$ cat config.mk
export PLATFORM = sky130hd
export DESIGN_NAME = mnfpc_ctrl
export DESIGN_NICKNAME = d
export VERILOG_FILES = /design/src/hw/rtl/mnfpc_pkg.sv /design/src/hw/rtl/mnfpc_ctrl.sv
export SDC_FILE = /design/constraint.sdc
export NUM_CORES = 1
export LEC_CHECK = 0
export BUFFER_PORTS_ARGS = -buffer_cell sky130_fd_sc_hd__buf_2
export CAP_MARGIN = 20
export CELL_PAD_IN_SITES_DETAIL_PLACEMENT = 0
export CELL_PAD_IN_SITES_GLOBAL_PLACEMENT = 1
export CORE_MARGIN = 2
export CORE_UTILIZATION = 38
export DETAILED_ROUTE_END_ITERATION = 6
export PLACE_DENSITY = 0.83
export SLEW_MARGIN = 20
export SYNTH_ARGS = -nofsm -noshare
export SYNTH_HDL_FRONTEND = slang
export SYNTH_SLANG_ARGS = --single-unit
$ cat constraint.sdc
create_clock -name clk -period 2.1 [get_ports clk]
set_input_delay 0.105 -clock clk [delete_from_list [all_inputs] [get_ports clk]]
set_output_delay 0.105 -clock clk [all_outputs]
set_load 0.02 [all_outputs]
$ cat src/hw/rtl/mnfpc_pkg.sv
// Shared types and constants for the mesh nearest-face colour lookup.
package mnfpc_pkg;

  localparam int MAX_VERTICES_DEF = 1024;
  localparam int MAX_FACES_DEF    = 1024;
  localparam int MAX_CORNERS_DEF  = 8;

  localparam int CMDW   = 2;
  localparam int IDXW   = 10;
  localparam int CORNW  = 3;
  localparam int SIZEW  = 4;
  localparam int NW     = 5;   // corner count 0..15
  localparam int COORDW = 16;
  localparam int COLW   = 24;
  localparam int FCW    = 11;
  localparam int LIMW   = 15;
  localparam int CFGW   = 15;
  localparam int CFGIW  = 2;
  localparam int KW     = 4;
  localparam int OPAW   = 18;
  localparam int OPBW   = 37;
  localparam int PRODW  = OPAW + OPBW;
  localparam int ACCW   = 56;
  localparam int WW     = 35;
  localparam int ABSW   = 34;

  typedef enum logic [CMDW-1:0] {
    CMD_VERTEX = 2'd0,
    CMD_CORNER = 2'd1,
    CMD_QUERY  = 2'd2
  } cmd_code_t;

  typedef enum logic [CFGIW-1:0] {
    CFG_FACE_COUNT  = 2'd0,
    CFG_MAX_INSIDE  = 2'd1,
    CFG_MAX_OUTSIDE = 2'd2
  } cfg_reg_t;

  typedef enum logic [3:0] {
    MAC_NONE, MAC_D0, MAC_D1, MAC_D2,
    MAC_X0, MAC_X1, MAC_X2, MAC_X3, MAC_X4, MAC_X5,
    MAC_T0, MAC_T1, MAC_T2
  } mac_op_t;

  typedef enum logic [3:0] {
    ST_IDLE, ST_FACE, ST_V0, ST_V0L, ST_DIST, ST_DCHK, ST_PC, ST_PV,
    ST_PVL, ST_EC, ST_EV, ST_EL, ST_EMAC, ST_ECHK, ST_ACC, ST_DONE
  } state_t;

  typedef struct packed {
    logic             wr_vertex;
    logic             wr_corner;
    logic             q_load;
    logic             load_p;
    logic             load_u2;
    logic             load_edge;
    logic             dist_chk;
    logic             accept;
    logic             res_load;
    logic [FCW-1:0]   face;
    logic [NW-1:0]    corner_idx;
    mac_op_t          mac;
  } dp_cmd_t;

  typedef struct packed {
    logic [SIZEW-1:0] size;
    logic [FCW-1:0]   count;
    logic             dist_ok;
    logic             edge_out;
    logic             out_free;
  } dp_stat_t;

endpackage

$ cat src/hw/rtl/mnfpc_ctrl.sv
// Query sequencer: walks faces and edges and drives the datapath.
module mnfpc_ctrl
  import mnfpc_pkg::*;
#(
  parameter int MAX_CORNERS = MAX_CORNERS_DEF
) (
  input  logic            clk,
  input  logic            rst,
  input  logic            in_valid,
  output logic            in_stall,
  input  logic [CMDW-1:0] cmd,
  input  dp_stat_t        stat,
  output dp_cmd_t         dp_cmd
);

  state_t          state, state_next;
  logic [FCW-1:0]  f;
  logic [NW-1:0]   n;
  logic [NW-1:0]   i;
  logic [KW-1:0]   k;
  logic            idle_take;

  assign idle_take = (state == ST_IDLE) && in_valid;

  always_ff @(posedge clk) begin
    if (rst) begin
      state <= ST_IDLE;
      f     <= '0;
      n     <= '0;
      i     <= '0;
      k     <= '0;
    end else begin
      state <= state_next;
      k     <= ((state == ST_DIST) || (state == ST_EMAC)) ? KW'(k + 1'b1) : '0;
      case (state)
        ST_IDLE: f <= '0;
        ST_V0: begin
          n <= (32'(stat.size) > MAX_CORNERS) ? NW'(MAX_CORNERS) : NW'(stat.size);
          i <= '0;
        end
        ST_DCHK: if (!stat.dist_ok) f <= FCW'(f + 1'b1);
        ST_ECHK: begin
          if (stat.edge_out) f <= FCW'(f + 1'b1);
          else               i <= NW'(i + 1'b1);
        end
        ST_ACC: f <= FCW'(f + 1'b1);
        default: ;
      endcase
    end
  end

  always_comb begin
    state_next = state;
    unique case (state)
      ST_IDLE: if (in_valid && (cmd == CMD_QUERY)) state_next = ST_FACE;
      ST_FACE: state_next = (f == stat.count) ? ST_DONE : ST_V0;
      ST_V0:   state_next = ST_V0L;
      ST_V0L:  state_next = ST_DIST;
      ST_DIST: if (k == KW'(2)) state_next = ST_DCHK;
      ST_DCHK: begin
        if (!stat.dist_ok)   state_next = ST_FACE;
        else if (n == '0)    state_next = ST_ACC;
        else                 state_next = ST_PC;
      end
      ST_PC:   state_next = ST_PV;
      ST_PV:   state_next = ST_PVL;
      ST_PVL:  state_next = ST_EC;
      ST_EC:   state_next = ST_EV;
      ST_EV:   state_next = ST_EL;
      ST_EL:   state_next = ST_EMAC;
      ST_EMAC: if (k == KW'(8)) state_next = ST_ECHK;
      ST_ECHK: begin
        if (stat.edge_out)               state_next = ST_FACE;
        else if (NW'(i + 1'b1) == n)     state_next = ST_ACC;
        else                             state_next = ST_EC;
      end
      ST_ACC:  state_next = ST_FACE;
      ST_DONE: if (stat.out_free) state_next = ST_IDLE;
      default: state_next = ST_IDLE;
    endcase
  end

  always_comb begin
    in_stall          = (state != ST_IDLE);
    dp_cmd            = '0;
    dp_cmd.mac        = MAC_NONE;
    dp_cmd.face       = f;
    dp_cmd.wr_vertex  = idle_take && (cmd == CMD_VERTEX);
    dp_cmd.wr_corner  = idle_take && (cmd == CMD_CORNER);
    dp_cmd.q_load     = idle_take && (cmd == CMD_QUERY);
    unique case (state)
      ST_V0L:  dp_cmd.load_p    = 1'b1;
      ST_DIST: begin
        unique case (k)
          KW'(0):  dp_cmd.mac = MAC_D0;
          KW'(1):  dp_cmd.mac = MAC_D1;
          default: dp_cmd.mac = MAC_D2;
        endcase
      end
      ST_DCHK: dp_cmd.dist_chk  = 1'b1;
      ST_PC:   dp_cmd.corner_idx = NW'(n - 1'b1);
      ST_PVL:  dp_cmd.load_u2   = 1'b1;
      ST_EC:   dp_cmd.corner_idx = i;
      ST_EL:   dp_cmd.load_edge = 1'b1;
      ST_EMAC: begin
        unique case (k)
          KW'(0):  dp_cmd.mac = MAC_X0;
          KW'(1):  dp_cmd.mac = MAC_X1;
          KW'(2):  dp_cmd.mac = MAC_X2;
          KW'(3):  dp_cmd.mac = MAC_X3;
          KW'(4):  dp_cmd.mac = MAC_X4;
          KW'(5):  dp_cmd.mac = MAC_X5;
          KW'(6):  dp_cmd.mac = MAC_T0;
          KW'(7):  dp_cmd.mac = MAC_T1;
          default: dp_cmd.mac = MAC_T2;
        endcase
      end
      ST_ACC:  dp_cmd.accept   = 1'b1;
      ST_DONE: dp_cmd.res_load = stat.out_free;
      default: ;
    endcase
  end

endmodule

==> flow_summary.toml, run 1 <==
[drt]
post_drt_wl_per_cell_um = 13.16
ant_nets = 0
drc = 0
routed_wl_mm = 5.210
dr.pass1.iters = 4
first_iter_violations = 65
via_per_inst = 5.245
vias = 2077

[sta]
tns_ns = 0
post-route-min-period_ns = 1.932
slew_viol_final = 0
setup_ws_ns = 0.1682
grt_setup_unrepaired = "false"
hold_viol_final = 0
setup_viol = 0
slew_headroom_pct = 69.34
holdWs_ns = 0.07908
worst_pin_slew_ns = 0.4564
fin_worst_skew_ns = 0.002593
post-route-period-util_pct = 91.99
fmax_mhz = 517.6

[die]
die_area_um2 = 6021
die_h_um = 77.60
row_count = 26
fp.coreArea_um2 = 5172
io_pins = 53
initial_core_util_pct = 39.79
die_width_um = 77.60

[setup_path]
critPathArrivalTime_ns = 1.83
critPathRequiredTime_ns = 2.00
critPathMaxFanout = 13
path_class = "reg2out"
end_kind = "primary output"
worstSetupStartpointType = "flop"

[clock_network]
tritoncts = "yes"
path_clk_slew_ns = 0.07
post_cts.repair.setup_buffers = 0
cts_buffers = 5
clk_path_buf_depth = 2
cts.sinks = 30
cts-root-buf = "clkbuf_8"
cts_max_level = 2
clk_latency_ns = 0.29

[synthesis]
synth_area_um2 = 2058
yosys.area.top_type = "dfxtp_1"
ys_seq_area_share_pct = 29.18
synth_most_common_cell = "dfxtp_1"
yosysWarnings = 0
synth_top_cells_by_area = "dfxtp_1 29%, xnor2_1 7.2%, nor2_1 4.9%, nand2_1 4.4%, ha_1 4.3%"
synth_seq_cells = 30
synthTopCellsByCount = "30 x dfxtp_1, 27 x nor2_1, 24 x nand2_1, 17 x a21oi_1, 17 x xnor2_1"
avgSynthCellArea_um2 = 7.767
synth_top_area_share_pct = 29.18
synthArstFlopShare_pct = 0
ys_types = 54
synth-edff-count = 0
syn_inst = 265
ys.flop_type = "dfxtp_1"
syn-num-nets = 295

[finish]
drive_above_1_share_pct = 24.23
fill_cells = 531
area_growth_pct = 24.44
antenna_cells = 0
nets = 355

[global_route]
globalRouteOverflowTotal = 0
antenna_found_initial = 0
grt_max_degree = 22
grt_pass1_wl_mm = 8.983
grt.total_usage_pct = 18.34
grt_pass1_vias = 1958

[placement]
hpwl_mm = 3.901
numPortBuffers = 52
detailedPlace.worstSlack_ns = 0.2362
gp_congestion = 0.8206

[power_and_ir_drop]
leakage_nw = 1.063
ir_worst_vdd_mv = 0.5337
finalPower_mw = 2.430
power-per-cell-area_nw_per_um2 = 949.0

[worst_hold_path]
hold_class = "in2reg"

[run_status]
status = "finished, final reports clean"

[job]
drv_cap = 0
## placed cells by master (no fill, tap or decap), types with 3 or more instances in the layout
cell      synthesis  final
o21bai_1          3      3
ha_1              7      7
nor2b_1           3      3
nor3_1           12     12
or4_1             3      3
nand3b_1          5      5
or3_1             5      5
o211ai_1          3      3
clkbuf_8          0      8
buf_2             2     52
nand2_1          24     24
nor3b_1           3      3
nand2b_1         10     10
dfxtp_1          30     30
o21ai_1           7      7
xor2_1            6      6
buf_4             0     13
xnor2_1          17     17
nor4_1            3      3
nand4_1           5      5
nand3_1           9      9
o21ai_0           7      7
a211oi_1          5      5
nor2_1           27     26
inv_1             6      6
a21oi_1          17     17
## repair_timing
item                                    CTS  global route
hold buffers                              0             0
endpoints found under the setup margin    0             1
gates resized for setup                   0             1
## report_power, final
group          switching, mW  leakage (nW)  internal [mW]
Combinational          0.673         0.763          0.456
Clock                  0.236        0.0575          0.331
Sequential             0.108         0.243          0.626
## metrics by stage
step	instance area (µm²)	util (%)	std cells
finish	2561	49.52	396
global route	2561	49.52	396
CTS	2559	49.47	396
detailed placement	2449	47.34	388
global placement	2449	47.34	388
floorplan	2058	-	265
## path summary, 6_finish.rpt
kind	from	endpoint	slack [ns]	cells after the start
worst max-delay path	state[1]	dp_cmd[5]	0.17	5
worst min-delay path	stat[17]	n[3]	0.08	3
worst max register to register	i[1]	state[2]	0.21	6
worst min register to register	n[1]	n[1]	0.50	2
## logic make-up (layout without fill, tap and decap cells)
logic type / count (synthesis) / in the layout / synth area share (%)
and+or+nand+nor: 126 / 126 / 33.62
AOI/OAI and AO/OA: 59 / 59 / 18.72
DFF: 30 / 30 / 29.18
adders and majority gates: 7 / 7 / 4.255
buffers and inverters: 19 / 80 / 3.951
xor gates and xnor gates: 23 / 23 / 9.787
muxes: 1 / 1 / 0.4863
## registers in the layout (all words and copies together), names as in the netlist, named ones only
register  cells
f            11
i             5
k             4
n             4
state         4
## final cells by class
class                   count  area (µm²)  area share (%)
multi-input cells         216        1379           53.83
flip-flops and latches     30       600.6           23.45
repair buffers             65       357.8           13.97
clock buffers               8       110.1           4.299
well taps                  70       87.58           3.420
inverters                   7       26.28           1.026
## per-layer routing
layer | track usage, % | wire (µm) | up-vias | part of all wire, %
li1 | - | - | 1074 | -
met1 | 24.12 | 2479 | 955 | 48
met2 | 28.79 | 2450 | 43 | 47
met3 | 3.605 | 181 | 5 | 3.5
met4 | 8.571 | 99 | 0 | 1.9
met5 | 0 | 0 | - | 0
## worst max-delay path: stages, from the launching register on
cell and delay (ns):
dfxtp_1 0.61, nor2b_1 0.24, buf_4 0.16, nand2_1 0.12, o21ai_0 0.21, buf_2 0.20
(Power assumes the default switching activity.)
==> inputs of run 2 (changes only) <==
Settings changed: CELL_PAD_IN_SITES_DETAIL_PLACEMENT 0 to unset, CELL_PAD_IN_SITES_GLOBAL_PLACEMENT 1 to unset, CORE_UTILIZATION 38 to 50, PLACE_DENSITY 0.83 to 0.8.
==> flow_summary.toml, run 2 (synthesized netlist as in run 1, its figures left out) <==
[run_status]
status = "finished, final reports clean"

[global_route]
antenna_found_initial = 0
grt_pass1_vias = 1929
globalRouteOverflowTotal = 0
grt.total_usage_pct = 23.81
grt_pass1_wl_mm = 8.466
grt_max_degree = 23

[setup_path]
path_buf_inv = 2
cp_cell_sequence = "buf_4 > nand2b_1 > nor2_1 > nand2_1 > o21ai_0 > buf_2"
startpoint = "state[3]"
crit_path_max_incr_delay_ns = 0.52
end_kind = "primary output"
crit_family = "flip-flops"
critical_path_depth = 6
reg2reg_depth = 5
path_class = "reg2out"
rr_startpoint = "state[3]"
reg2reg_to = "f[9]"
critPathRequiredTime_ns = 2.00
critPathMaxFanout = 14
slowest_stage = "dfxtp_1"
worstSetupStartpointType = "flop"
ff2ff_setup_slack_ns = 0.24
endpoint = "dp_cmd[5]"
critPathArrivalTime_ns = 1.83

[finish]
antenna_cells = 0
largest_reg_flops = 11
area_growth_pct = 21.95
layout_common_cells = "52 x buf_2, 30 x dfxtp_1, 27 x nor2_1, 24 x nand2_1"
final_area_um2 = 2510
nets = 354
drive_above_1_share_pct = 23.69
layout.cells.most_common = "buf_2"
reg_top3 = "f: 11 flops, i: 5 flops"
fill_cells = 366
top_register = "f"

[drt]
ant_nets = 0
via_per_inst = 5.680
drc = 0
first_iter_violations = 201
dr.pass1.iters = 5
vias = 2130
routed_wl_mm = 5.100
post_drt_wl_per_cell_um = 13.60

[sta]
worst_pin_slew_ns = 0.4204
fmax_mhz = 515.9
tns_ns = 0
hold_viol_final = 0
post-route-period-util_pct = 92.31
post-route-min-period_ns = 1.938
setup_ws_ns = 0.1616
setup_viol = 0
slew_headroom_pct = 71.58
slew_viol_final = 0
fin_worst_skew_ns = 0.005763
grt_setup_unrepaired = "false"

[die]
die_h_um = 68.16
die_width_um = 68.16
row_count = 23
die_area_um2 = 4646
fp.coreArea_um2 = 3971
initial_core_util_pct = 51.83
io_pins = 53

[placement]
placed_area_um2 = 2416
hpwl_mm = 3.878
detailedPlace.worstSlack_ns = 0.2346
gp_congestion = 0.8789
numPortBuffers = 52

[clock_network]
path_clk_slew_ns = 0.07
cts-root-buf = "clkbuf_8"
clk_path_buf_depth = 2
post_cts.repair.setup_buffers = 0
tritoncts = "yes"
cts_buffers = 5
cts_max_level = 2
cts_hold_buf = 0
clk_latency_ns = 0.28
cts.sinks = 30

[power_and_ir_drop]
power_frac_clock_pct = 20.3
leakage_nw = 1.045
pwr-share-comb_pct = 48.2
p_int_mw = 1.347
p_sw_share_pct = 42.74
ir_worst_vdd_mv = 0.9226
switchingPower_mw = 1.005
power-per-cell-area_nw_per_um2 = 937.2
seqPwrFrac_pct = 31.6

[job]
drv_cap = 0

[worst_hold_path]
hold_class = "in2reg"
-- run 2: cell types whose count changed in the layout (fill, tap and decap cells not counted), sizes merged --
cell and delta:
clkinv +1, buf -1, clkbuf -1
-- run 2: worst reg2reg max path, delay by kind of cell, from the launching register on --
kind | cells | cell delay [ns]
AOI/OAI and AO/OA | 2 | 0.37
DFF | 1 | 0.41
and+or+nand+nor | 3 | 1.02
-- run 2: worst min path at each step --
stage                         from    to  slack, ns  cells after the start
after global placement    stat[17]  n[3]       0.38                      3
after floorplan           stat[17]  n[3]       0.24                      2
after detailed placement  stat[17]  n[3]       0.38                      3
final                     stat[17]  n[3]       0.09                      3
after CTS                 stat[17]  n[3]       0.08                      3
after global routing      stat[14]  n[0]        0.1                      3
-- run 2: layout make-up --
class | count | area, µm² | area share [%]
clock inverters | 1 | 5.005 | 0.1994
repair buffers | 64 | 350.3 | 13.96
multi-input cells | 216 | 1379 | 54.94
flip-flops and latches | 30 | 600.6 | 23.93
clock buffers | 7 | 86.33 | 3.440
well taps | 50 | 62.56 | 2.493
inverters | 7 | 26.28 | 1.047
-- run 2: what timing repair did --
item / 4_1_cts / 5_1_grt
setup endpoints to repair: 0 / 1
gates resized for setup: 0 / 1
hold endpoints to repair: 0 / 0
-- run 2: power groups by stage --
stage	Clock, mW	Combinational, mW	Sequential (mW)
2_1_floorplan	0	0.849	0.717
3_3_place_gp	0	1.10	0.747
3_5_place_dp	0	1.11	0.754
4_1_cts	0.487	1.12	0.740
5_1_grt	0.516	1.24	0.758
6_report	0.477	1.13	0.742
-- run 2: stage by stage --
step	util, %	hold WS [ns]	power (mW)	instances
final	63.20	0.08502	2.352	375
after global placement	60.84	0.3757	1.846	367
after CTS	63.14	0.07994	2.352	375
after global routing	63.20	0.09760	2.519	375
after floorplan	-	0.2410	1.565	265
after detailed placement	60.84	0.3807	1.869	367
-- run 2: metal layers --
layer	up-vias	track usage, %	wire (µm)
li1	1072	-	-
met1	988	30.93	2243
met2	63	38.23	2491
met3	7	4.605	273
met4	0	10.25	91
met5	-	0	0
